==> config.mk <==
export PLATFORM = sky130hd
export DESIGN_NAME = quoted_word_splitter
export DESIGN_NICKNAME = d
export VERILOG_FILES = /design/src/sv/qws_pkg.sv /design/src/sv/quoted_word_splitter.sv
export SDC_FILE = /design/constraint.sdc
export NUM_CORES = 1
export LEC_CHECK = 0
export ABC_AREA = 1
export BUFFER_PORTS_ARGS = -buffer_cell sky130_fd_sc_hd__buf_2
export CAP_MARGIN = 20
export CORE_MARGIN = 5
export CORE_UTILIZATION = 48
export CTS_CLUSTER_DIAMETER = 60
export DETAILED_ROUTE_END_ITERATION = 10
export GPL_TIMING_DRIVEN = 0
export PLACE_DENSITY_LB_ADDON = 0.3
export REMOVE_ABC_BUFFERS = 1
export SLEW_MARGIN = 10
export SYNTH_ARGS = -nofsm -noshare
export SYNTH_HDL_FRONTEND = slang
export SYNTH_SLANG_ARGS = --single-unit
==> constraint.sdc <==
create_clock -name clock -period 1.83 [get_ports clock]
set_input_delay 0 -clock clock [delete_from_list [all_inputs] [get_ports clock]]
set_output_delay 0 -clock clock [all_outputs]
set_load 0.1 [all_outputs]
==> src/sv/qws_pkg.sv <==
// shared types and constants of the quoted word splitter
package qws_pkg;

   localparam int WORD_LIMIT_DEFAULT = 32;

   localparam int CHAR_W  = 8;
   localparam int INDEX_W = 5;
   localparam int ERR_W   = 2;

   localparam logic [CHAR_W-1:0] CHAR_NUL    = 8'h00;
   localparam logic [CHAR_W-1:0] CHAR_SPACE  = 8'h20;
   localparam logic [CHAR_W-1:0] CHAR_TAB    = 8'h09;
   localparam logic [CHAR_W-1:0] CHAR_CR     = 8'h0d;
   localparam logic [CHAR_W-1:0] CHAR_SQUOTE = 8'h27;
   localparam logic [CHAR_W-1:0] CHAR_DQUOTE = 8'h22;

   localparam logic [ERR_W-1:0] ERR_NONE   = 2'd0;
   localparam logic [ERR_W-1:0] ERR_WORDS  = 2'd1;
   localparam logic [ERR_W-1:0] ERR_SQUOTE = 2'd2;
   localparam logic [ERR_W-1:0] ERR_DQUOTE = 2'd3;

   typedef enum logic [2:0] {
      MODE_WAIT    = 3'd0,
      MODE_WORD    = 3'd1,
      MODE_SQUOTE  = 3'd2,
      MODE_DQUOTE  = 3'd3,
      MODE_DISCARD = 3'd4
   } mode_type;

   typedef struct packed {
      logic                char_valid;
      logic [CHAR_W-1:0]   out_char;
      logic [INDEX_W-1:0]  word_index;
      logic                word_end;
      logic                line_end;
      logic [INDEX_W-1:0]  word_count;
      logic [ERR_W-1:0]    error_code;
   } result_type;

   function automatic logic is_blank(input logic [CHAR_W-1:0] c);
      return (c == CHAR_SPACE) || ((c >= CHAR_TAB) && (c <= CHAR_CR));
   endfunction

endpackage

==> src/sv/quoted_word_splitter.sv <==
// quoted word splitter: splits a nul-terminated command line into words
//
// req channel: one character per beat on req_tdata; nul ends the line.
// rsp channel: at most one result word per character. tuser flags a kept
//   character (bit 0) and a committed word (bit 1); tlast marks line end,
//   and then tdata carries the word count or an error code.
// opening and closing quote characters, whitespace between words, and
//   characters discarded after a word-count error give no result.
// results are registered: each shows on rsp the cycle after its character.
// throughput: one character per cycle while results are drained; the
//   per-character update of scan mode and word counter is combinational.
// stall: the result register holds while rsp_tready is low; req_tready
//   drops only when that register is full and not being taken, so the
//   block keeps streaming whenever the result is drained in the same cycle.
// reset: synchronous, active high; clears the scan mode, the word counter
//   and the result valid, so the next character starts a new line.
module quoted_word_splitter
   import qws_pkg::*;
#(
   parameter int WORD_LIMIT = WORD_LIMIT_DEFAULT
) (
   input  logic        clock,
   input  logic        reset,
   input  logic        req_tvalid,
   output logic        req_tready,
   input  logic [7:0]  req_tdata,   // [7:0] in_char
   output logic        rsp_tvalid,
   input  logic        rsp_tready,
   output logic [23:0] rsp_tdata,   // [7:0] out_char, [12:8] word_index,
                                    // [17:13] word_count, [19:18] error_code
   output logic [1:0]  rsp_tuser,   // [0] char_valid, [1] word_end
   output logic        rsp_tlast    // line_end
);

   localparam int CNT_W = (WORD_LIMIT > 1) ? $clog2(WORD_LIMIT) : 1;

   mode_type           mode_ff, mode_in;
   logic [CNT_W-1:0]   seen_ff, seen_in;
   logic               rsp_valid_ff, rsp_valid_in;
   result_type         rsp_ff, rsp_in;
   logic               have_result;

   logic               accept;
   logic [CHAR_W-1:0]  c;
   logic               c_nul, c_blank, c_squote, c_dquote;
   logic [CNT_W:0]     next_cnt;
   logic               over_limit;
   logic [8:0]         seen_wide, next_wide;

   assign accept     = req_tvalid && req_tready;
   assign req_tready = !rsp_valid_ff || rsp_tready;

   assign c        = req_tdata;
   assign c_nul    = (c == CHAR_NUL);
   assign c_blank  = is_blank(c);
   assign c_squote = (c == CHAR_SQUOTE);
   assign c_dquote = (c == CHAR_DQUOTE);

   assign next_cnt   = {1'b0, seen_ff} + (CNT_W+1)'(1);
   assign over_limit = (next_cnt >= (CNT_W+1)'(WORD_LIMIT));
   assign seen_wide  = 9'(seen_ff);
   assign next_wide  = 9'(next_cnt);

   // next scan state
   always_comb begin
      mode_in = mode_ff;
      seen_in = seen_ff;
      unique case (mode_ff)
         MODE_DISCARD: begin
            if (c_nul) begin
               mode_in = MODE_WAIT;
               seen_in = '0;
            end
         end
         MODE_SQUOTE, MODE_DQUOTE: begin
            if ((mode_ff == MODE_SQUOTE) ? c_squote : c_dquote) begin
               mode_in = MODE_WORD;
            end else if (c_nul) begin
               mode_in = MODE_WAIT;
               seen_in = '0;
            end
         end
         default: begin
            // waiting and in-word share this; nul is handled first, then
            // blanks, which end a word only when in-word
            priority if (c_nul) begin
               mode_in = MODE_WAIT;
               seen_in = '0;
            end else if (c_blank) begin
               if (mode_ff != MODE_WORD) begin
                  mode_in = MODE_WAIT;
               end else if (over_limit) begin
                  mode_in = MODE_DISCARD;
               end else begin
                  mode_in = MODE_WAIT;
                  seen_in = next_cnt[CNT_W-1:0];
               end
            end else if (c_squote) begin
               mode_in = MODE_SQUOTE;
            end else if (c_dquote) begin
               mode_in = MODE_DQUOTE;
            end else begin
               mode_in = MODE_WORD;
            end
         end
      endcase
   end

   // result of this character
   always_comb begin
      rsp_in      = '0;
      have_result = 1'b0;
      unique case (mode_ff)
         MODE_DISCARD: begin
            have_result = 1'b0;
         end
         MODE_SQUOTE, MODE_DQUOTE: begin
            if ((mode_ff == MODE_SQUOTE) ? c_squote : c_dquote) begin
               have_result = 1'b0;
            end else if (c_nul) begin
               have_result       = 1'b1;
               rsp_in.line_end   = 1'b1;
               rsp_in.error_code = (mode_ff == MODE_SQUOTE) ? ERR_SQUOTE : ERR_DQUOTE;
            end else begin
               have_result       = 1'b1;
               rsp_in.char_valid = 1'b1;
               rsp_in.out_char   = c;
               rsp_in.word_index = seen_wide[INDEX_W-1:0];
            end
         end
         default: begin
            priority if (c_nul && (mode_ff != MODE_WORD)) begin
               have_result       = 1'b1;
               rsp_in.line_end   = 1'b1;
               rsp_in.word_count = seen_wide[INDEX_W-1:0];
            end else if (c_blank && (mode_ff != MODE_WORD)) begin
               have_result = 1'b0;
            end else if (c_nul || c_blank) begin
               // commit the word, or flag a word error; nul also ends the line
               have_result = 1'b1;
               if (over_limit) begin
                  rsp_in.line_end   = 1'b1;
                  rsp_in.error_code = ERR_WORDS;
               end else begin
                  rsp_in.word_end   = 1'b1;
                  rsp_in.word_index = seen_wide[INDEX_W-1:0];
                  rsp_in.line_end   = c_nul;
                  rsp_in.word_count = c_nul ? next_wide[INDEX_W-1:0] : '0;
               end
            end else if (c_squote || c_dquote) begin
               have_result = 1'b0;
            end else begin
               have_result       = 1'b1;
               rsp_in.char_valid = 1'b1;
               rsp_in.out_char   = c;
               rsp_in.word_index = seen_wide[INDEX_W-1:0];
            end
         end
      endcase
   end

   assign rsp_valid_in = accept ? have_result : (rsp_valid_ff && !rsp_tready);

   always_ff @(posedge clock) begin
      if (reset) begin
         mode_ff      <= MODE_WAIT;
         seen_ff      <= '0;
         rsp_valid_ff <= 1'b0;
      end else begin
         rsp_valid_ff <= rsp_valid_in;
         if (accept) begin
            mode_ff <= mode_in;
            seen_ff <= seen_in;
         end
      end
   end

   always_ff @(posedge clock) begin
      if (accept && have_result) begin
         rsp_ff <= rsp_in;
      end
   end

   assign rsp_tvalid = rsp_valid_ff;
   assign rsp_tdata  = {4'b0, rsp_ff.error_code, rsp_ff.word_count,
                        rsp_ff.word_index, rsp_ff.out_char};
   assign rsp_tuser  = {rsp_ff.word_end, rsp_ff.char_valid};
   assign rsp_tlast  = rsp_ff.line_end;

`ifndef SYNTH
   a_ready_when_empty: assert property (@(posedge clock) disable iff (reset)
      !rsp_valid_ff |-> req_tready)
      else $error("req_tready low with empty result register");

   a_char_alone: assert property (@(posedge clock) disable iff (reset)
      (rsp_valid_ff && rsp_ff.char_valid) |-> (!rsp_ff.word_end && !rsp_ff.line_end))
      else $error("kept character combined with word or line end");

   a_error_no_count: assert property (@(posedge clock) disable iff (reset)
      (rsp_valid_ff && rsp_ff.error_code != ERR_NONE)
         |-> (rsp_ff.line_end && rsp_ff.word_count == '0 && !rsp_ff.word_end))
      else $error("error result without line end or with a word count");

   // a word-count error on a blank goes to discard and keeps the counter
   a_seen_cleared: assert property (@(posedge clock) disable iff (reset)
      (accept && have_result && rsp_in.line_end && mode_in != MODE_DISCARD)
         |=> (seen_ff == '0))
      else $error("word counter not cleared at line end");
`endif

endmodule
Word level (Yosys, flattened, before mapping):

Index checks and enable logic that the tools add are counted.

* equality and inequality tests: 10
* reductions and logical operators: 18
* add/sub/neg operators: 1
* shifts and indexed selects: 0
* bitwise gates (word level): 1
* magnitude comparators: 3
* mux-type cells: 47
* div/mod/pow operators: 0
* multipliers: 0

Operator list (count)
* 5-bit two-way mux: 9
* 14-bit two-way mux: 3
* 14-bit case mux with 2 select lines: 1
* 8-bit by 6-bit equality test with 1-bit output (second input constant): 3
* 23-bit two-way mux: 1
* 3-bit two-way mux: 6
* 9-bit two-way mux: 2
* 15-bit two-way mux: 1
* 1-bit two-way mux: 12
* 6-bit two-way mux: 2
* 2-bit two-way mux: 5
* 5-bit case mux with 2 select lines: 1
* 8-bit by 4-bit >= comparator with 1-bit output (second input constant): 1
* 8-bit by 4-bit less-or-equal comparator with 1-bit output (second input constant): 1
* 8-bit zero test: 1
* 4-bit by 2-bit != test with 1-bit output (second input constant): 2
* 5-bit by 1-bit adder with 6-bit output (second input constant): 1
* 3-bit by 2-bit equality test with 1-bit output (second input constant): 2
* 6-bit >= comparator (second input constant): 1
* 1-bit logical AND: 6
* 3-bit case mux with 2 select lines: 1
* 6-bit OR reduction: 1
* 5-bit AND reduction: 1
* 1-bit logical OR: 4
* 10 further kinds: 12

* flip-flop bits (word level): 32
* bits in latches: 0
* memories: 0
* bits of input ports: 12
* output and inout port bits: 29
* ROM bits: 0
* RAM bits: 0
* word-level logic and storage cells: 90

Logic depth before layout (Yosys ltp):

Gate-level depths: netlist of the first run.

* depth in word-level cells: 9
* depth in mapped cells: 10
* gate-level depth less buffers: 10

Least setup slack after synthesis of the first run:

OpenSTA, ideal clock, no wires.

* path kind: flip-flop to flip-flop
* from: register rsp_valid_ff, in the netlist rsp_tvalid
* to: register rsp_ff (netlist bit rsp_tdata[0]), enable pin
* setup slack: -1.211 ns
* required time: 1.478 ns
* library setup time: 0.352 ns
* arrival time: 2.689 ns
* buffers on the path: 0
* clock period less this slack: 3.041 ns
* stages on the path, launching flop included: 6
* cell sequence: dfxtp_1 -> nand2_1 -> nand2_1 -> inv_1 -> nand2_1 -> inv_1

* cells in the longest elaborated chain, start to end: 4

RTL lines
* start: declaration: line quoted_word_splitter.sv:39 `logic rsp_valid_ff, rsp_valid_in;`
* start signal: assignment: line quoted_word_splitter.sv:170 `rsp_valid_ff <= rsp_valid_in;`
* 1-bit zero test: line quoted_word_splitter.sv:51 `assign req_tready = !rsp_valid_ff || rsp_tready;`
* 1-bit logical OR: line quoted_word_splitter.sv:51
* named net req_tready: line quoted_word_splitter.sv:25 `output logic req_tready,`
* 1-bit logical AND: line quoted_word_splitter.sv:50 `assign accept = req_tvalid && req_tready;`
* 1-bit logical AND: line quoted_word_splitter.sv:179 `if (accept && have_result) begin`
* end signal: assignment: line quoted_word_splitter.sv:180 `rsp_ff <= rsp_in;`
* end: declaration: line quoted_word_splitter.sv:40 `result_type rsp_ff, rsp_in;`

The timed path passes the listed nets, and every way through them passes these cells.
A chain may end at the register's enable or synchronous reset.

Worst setup path in the final report of the first run:

* from: register mode_ff[2]
* to: register rsp_ff (netlist bit rsp_tdata[11]), enable pin

* cells in the longest elaborated chain, start to end: 6
* elaborated cells on any way between the ends: 13
* those cells by class: eq/ne (4); mux (5); reduce/logical (4)

RTL lines
* start: declaration: line quoted_word_splitter.sv:37 `mode_type mode_ff, mode_in;`
* start signal: assignment: line quoted_word_splitter.sv:172 `mode_ff <= mode_in;`
* 3-bit by 1-bit != test with 1-bit output: line quoted_word_splitter.sv:132, quoted_word_splitter.sv:136
* 1-bit logical AND: line quoted_word_splitter.sv:136 `end else if (c_blank && (mode_ff != MODE_WORD)) begin`
* 1-bit two-way mux: line quoted_word_splitter.sv:136
* 1-bit two-way mux: line quoted_word_splitter.sv:132 `priority if (c_nul && (mode_ff != MODE_WORD)) begin`
* 1-bit case mux with 2 select lines (*): line quoted_word_splitter.sv:113 `unique case (mode_ff)`
* 1-bit logical AND (*): line quoted_word_splitter.sv:179

Mark *: on every way between the ends. The rest lies on a longest branch, timed or not.

==> impl_results.md, run 1 <==
- Status: complete, no violations
- Cells after synthesis: 203
- Static leakage: 0.940 nW
- Synth warn: 0
- Root buffer cell: clkbuf_8
- CP endpoint kind: register
- Final antenna-violating net count: 0
- Total power: 0.00202 W
- Initial antenna violation count: 0
- Vias in the first global route: 1271
- Largest net degree at the start of global routing: 13
- Final hold slack: 27.4 ps
- Worst path cell trace: nand3_1, nand2_4, inv_2, nand3_1, nand2_2, nand2_4, clkinvlp_4, buf_4
- Fin Setup TNS: 0 ps
- FP Rows: 22
- Crit path kind: register to register
- Yosys reg bits: 32
- Min Tclk post-route: 1760 ps
- CTS sink cnt: 32
- Via density: 4.79
- First drt pass iteration count: 4
- H-tree lvl count: 2
- Die Wd: 70.9 um
- Combinational group share of total power: 0.333
- Post-Syn Area: 1780 sq um
- Sequential-to-total area share from yosys stat: 0.488
- CTS Buf Count: 5
- Clock-pin slew on the worst setup and hold paths: 70 ps
- Remaining Overflow, GRT: 0
- Core box area: 3630 sq um
- Syn_area_per_cell: 8.78 sq um
- Setup ws final: 68.1 ps
- Placer Congestion: 0.875
- Worst hold path type: primary input to register
- Power per standard cell area: 943 nW/um^2
- DP Area: 1990 sq um
- Ant. Diodes: 0
- Crit Path Max Fanout: 12
- CTS tree: built
- Sequential share of power: 0.424
- Yosys cell types: 28
- Clock Latency Late Sink: 280 ps
- Most frequent cells in the layout: nand2_1 (36), buf_2 (36), nor2_1 (23), edfxtp_1 (23), inv_1 (22)
- Die area: 5030 sq um
- Clock Power Share: 0.243
- Switching pwr: 0.000808 W
- Die height: 70.9 um
- Clk_skew: 11.0 ps
- Share of cells above drive strength 1: 0.345
- Count of pins over their slew limit: 0
- Max Cap Viol: 0
- Critical path's largest stage delay: 470 ps
- DR iter-0 viols: 68
- Clock Tree Buf Depth: 2
- Int Pwr: 0.00121 W
- Starting Density: 0.491
- Final nets: 262
- Syn-to-layout area delta: 20.3%
- Vias: 1424
- # setup viols final: 0
- Fin crit share: 0.963
- Routed wire length: 3460 um
- First-pass GRT wire length: 5680 um
- Wire length per cell: 11.6 um
- Achievable frequency: 568 MHz
- Sw Share: 0.400
- IO Pins: 41
- Post-place setup slack: -464 ps
- Slowest-stage cell, CP: dfxtp_1
- Worst setup SP type: register
- Post-route design area: 2140 sq um
- Final hold vios: 0
- RSZ-0062 raised after global routing: no
- Critical Path RT: 1870 ps
- Max IR drop VDD: 0.399 mV
- Worst Path Arrival: 1800 ps
- HPWL after detailed placement: 2510 um
- DRC errors left: 0
- PortBufs: 36
- Fillers: 362
- GRT Total Usage: 0.143
-- routing by layer --
metal	GRT usage	vias up	wire, um
li1	-	743	-
met5	0	-	0
met3	0.0440	4	235
met2	0.220	41	1530
met1	0.194	636	1650
met4	0.0438	0	40
-- power by group through the flow --
stage	combinational, W	sequential [W]	clock, W
final	0.000673	0.000856	0.000492
after global routing	0.000702	0.000864	0.000535
after CTS	0.000664	0.000857	0.000506
after detailed placement	0.000633	0.000873	0
after global placement	0.000630	0.000871	0
after floorplan	0.000200	0.00121	0
-- synthesized netlist by cell type --
cell	instances	share of area
nand2_1	39	0.082
edfxtp_1	23	0.39
inv_1	23	0.048
nor2_1	23	0.048
a21oi_1	17	0.048
nand3_1	11	0.031
dfxtp_1	9	0.10
inv_2	7	0.015
buf_4	6	0.025
nand2_2	6	0.021
nand4_1	6	0.021
nor2_4	6	0.038
nand3_2	4	0.022
nor2_2	4	0.014
o21ai_0	3	0.0084
nand2_4	2	0.013
o21ai_1	2	0.0056
xor2_1	2	0.0098
a21oi_4	1	0.0091
conb_1	1	0.0021
ha_1	1	0.0070
inv_4	1	0.0035
nand3b_1	1	0.0042
nor2_8	1	0.011
nor3_4	1	0.0091
o21bai_2	1	0.0063
o22ai_1	1	0.0035
xnor2_1	1	0.0049
-- state kept, by name, indices dropped and copies added, names as in the netlist --
signal and count:
rsp_tuser 2, mode_ff 3, rsp_tlast 1, seen_ff 5, rsp_tvalid 1, rsp_tdata 20
-- kinds of logic (layout without fill, tap and decap cells) --
| kind of cell | Yosys count | in the layout | share of synthesized area |
|---|---|---|---|
| flip-flops | 32 | 32 | 0.488 |
| adder cells (fa/ha/maj) | 1 | 1 | 0.00702 |
| other | 1 | 4 | 0.00210 |
| buffers and inverters | 37 | 80 | 0.0919 |
| AO/OA/AOI/OAI | 25 | 25 | 0.0807 |
| AND/OR/NAND/NOR | 104 | 104 | 0.315 |
| XOR/XNOR | 3 | 3 | 0.0147 |
-- worst paths after layout --
kind / start / to / slack [ps] / depth (start not counted)
min: rsp_tready / rsp_tvalid / 30 / 4
max reg2reg: mode_ff[2] / rsp_tdata[11] / 70 / 8
min reg2reg: mode_ff[0] / mode_ff[0] / 480 / 2
max: mode_ff[2] / rsp_tdata[11] / 70 / 8
-- repair_timing --
item,in CTS,in global routing
buffers inserted,3,1
cloned,1,0
hold buffers,1,0
endpoints found under the setup margin,23,23
endpoints found under the hold margin,1,0
pin swaps,0,3
resized for setup,4,3
-- worst max-delay path: cells and delay by family (launching register included) --
family                 cells  cell delay, ps
AND/OR/NAND/NOR            5             720
buffers and inverters      3             330
flip-flops                 1             470
-- layout make-up --
type / count / area, sq um / share of cell area
clock buffer: 6 / 72.6 / 0.0338
clock inverter: 1 / 5.00 / 0.00233
inverter: 31 / 123 / 0.0572
multi-input combinational: 137 / 772 / 0.360
sequential: 32 / 872 / 0.407
tap: 48 / 60.1 / 0.0280
timing repair buffer: 41 / 233 / 0.109
timing repair inverter: 1 / 7.51 / 0.00350
-- metrics by stage --
stage / cells / utilization
6_report: 297 / 0.590
5_1_grt: 297 / 0.590
4_1_cts: 296 / 0.585
3_5_place_dp: 284 / 0.548
3_3_place_gp: 284 / 0.548
2_1_floorplan: 200 / -
(Power assumes the default switching activity.)
==> inputs of run 2 (changes only) <==
PLACE_DENSITY = 0.84   (was default)
PLACE_DENSITY_LB_ADDON = default   (was 0.3)
==> run 2 against run 1 <==
Effect of this change: the run now ends with hold timing left; sequential power barely moved; register-to-register slack barely moved; total power rose by 0.63%; critical path type unchanged; largest power group unchanged.
==> impl_results.md, run 2 (synthesized netlist as in run 1, its figures left out) <==
- Final antenna-violating net count: 0 (unchanged)
- Placer Congestion: 0.865 (was 0.875)
- Via density: 4.98 (was 4.79)
- Crit path top cell by count: nand2_2
- Clk_skew: 7.80 ps (was 11.0 ps)
- Vias: 1498 (was 1424)
- DR iter-0 viols: 105 (was 68)
- FP Rows: 22 (unchanged)
- Worst Hold Launch: reset (was rsp_tready)
- Max Cap Viol: 0 (unchanged)
- IO Pins: 41 (unchanged)
- R2R setup slack: 80 ps (was 70 ps)
- Critical path's largest stage delay: 320 ps (was 470 ps)
- CP endpoint kind: register (unchanged)
- GRT Total Usage: 0.149 (was 0.143)
- Vias in the first global route: 1388 (was 1271)
- CTS sink cnt: 32 (unchanged)
- Crit Path Max Fanout: 7 (was 12)
- Clock-pin slew on the worst setup and hold paths: 60 ps (was 70 ps)
- DP Area: 1990 sq um (unchanged)
- Min Tclk post-route: 1750 ps (was 1760 ps)
- Core box area: 3630 sq um (unchanged)
- Worst setup path startpoint: mode_ff[0] (was mode_ff[2])
- Worst hold path type: primary input to register (unchanged)
- H-tree lvl count: 2 (unchanged)
- Final hold vios: 1 (was 0)
- Power per standard cell area: 937 nW/um^2 (was 943 nW/um^2)
- Share of cells above drive strength 1: 0.368 (was 0.345)
- Worst setup SP type: register (unchanged)
- Final core occ: 0.597 (was 0.590)
- Die height: 70.9 um (unchanged)
- HPWL after detailed placement: 2490 um (was 2510 um)
- Routed wire length: 3590 um (was 3460 um)
- Ant. Diodes: 0 (unchanged)
- FF-to-FF Start: mode_ff[0] (was mode_ff[2])
- Achievable frequency: 572 MHz (was 568 MHz)
- CTS tree: built (unchanged)
- Worst path cell trace: inv_1, nor3_4, inv_2, nand2_2, nand3_1, nand2_2, nand2_2, clkinvlp_4, buf_4 (was nand3_1, nand2_4, inv_2, nand3_1, nand2_2, nand2_4, clkinvlp_4, buf_4)
- Starting Density: 0.491 (unchanged)
- Largest net degree at the start of global routing: 13 (unchanged)
- Worst Path Arrival: 1740 ps (was 1800 ps)
- Status: finished with violations (was complete, no violations)
- Count of pins over their slew limit: 0 (unchanged)
- CTS Buf Count: 5 (unchanged)
- Initial antenna violation count: 0 (unchanged)
- Max IR drop VDD: 0.328 mV (was 0.399 mV)
- Clock Latency Late Sink: 290 ps (was 280 ps)
- Crit path kind: register to register (unchanged)
- Clock Tree Buf Depth: 2 (unchanged)
- Fin crit share: 0.955 (was 0.963)
- Die Wd: 70.9 um (unchanged)
- Remaining Overflow, GRT: 0 (unchanged)
- PortBufs: 36 (unchanged)
- # setup viols final: 0 (unchanged)
- Final hold slack: -3.91 ps (was 27.4 ps)
- Critical Path RT: 1830 ps (was 1870 ps)
- Final nets: 266 (was 262)
- Post-route design area: 2170 sq um (was 2140 sq um)
- Slowest-stage cell, CP: dfxtp_1 (unchanged)
- Commonest non-fill, non-tap cell in the layout: buf_2
- Max reg flops: 20 (unchanged)
- Root buffer cell: clkbuf_8 (unchanged)
- Die area: 5030 sq um (unchanged)
- First drt pass iteration count: 4 (unchanged)
- Violated checks: hold timing
- Most frequent cells in the layout: buf_2 (36), nand2_1 (35), nor2_1 (23), edfxtp_1 (23), inv_1 (22) (was nand2_1 (36), buf_2 (36), nor2_1 (23), edfxtp_1 (23), inv_1 (22))
- First-pass GRT wire length: 5900 um (was 5680 um)
- Wire length per cell: 11.9 um (was 11.6 um)
- Fillers: 312 (was 362)
- Static leakage: 0.960 nW (was 0.940 nW)
- DRC errors left: 0 (unchanged)
- Syn-to-layout area delta: 21.8% (was 20.3%)
-- run 2: per-layer routing --
metal	part of all wire	global-route usage	vias to the layer above	wire, um
li1	-	-	752	-
met1	0.40	0.182	667	1430
met2	0.48	0.227	70	1730
met3	0.093	0.0412	9	333
met4	0.026	0.104	0	95
met5	0	0	-	0
-- run 2: worst max-delay path, delay by kind of cell, from the launching register on --
| family | cells | cell delay [ps] |
|---|---|---|
| simple gates | 5 | 700 |
| buf+inv | 4 | 430 |
| flops | 1 | 320 |
-- run 2: timing repair --
item	CTS	global route
hold buffers	0	0
buffers inserted	3	6
resized for setup	4	4
hold endpoints to repair	0	0
cloned	1	0
endpoints found under the setup margin	23	23
pin swaps	0	3
-- run 2: path summary, 6_finish.rpt --
check,depth (start not counted),to
worst max-delay path,9,rsp_tuser[0]
worst max register to register,9,rsp_tuser[0]
worst min register to register,2,mode_ff[0]
worst min-delay path,2,mode_ff[0]
-- run 2: where the power goes --
group	total (W)	switching [W]	internal, W
Combinational	0.000688	0.000562	0.000126
Clock	0.000489	0.000232	0.000257
Sequential	0.000857	0.0000152	0.000842
Total	0.00203	0.000809	0.00122
-- run 2: cell type report --
class	instances	area, sq um	share of cell area
Tap cell	48	60.1	0.0277
Clock inverter	1	5.00	0.00231
Sequential cell	32	873	0.402
Clock buffer	6	72.6	0.0334
Multi-Input combinational cell	137	769	0.354
Timing Repair Buffer	45	260	0.120
Inverter	31	123	0.0565
Timing Repair inverter	1	7.51	0.00346
-- run 2: through the flow --
step / worst slack [ps] / total power [W] / std cells / setup TNS [ps]
floorplan: -1210 / 0.00141 / 200 / -34820
global placement: -393 / 0.00150 / 284 / -9010
detailed placement: -442 / 0.00151 / 284 / -10150
CTS: 43.8 / 0.00202 / 295 / 0
global route: -45.2 / 0.00212 / 301 / -854
finish: 82.6 / 0.00203 / 301 / 0
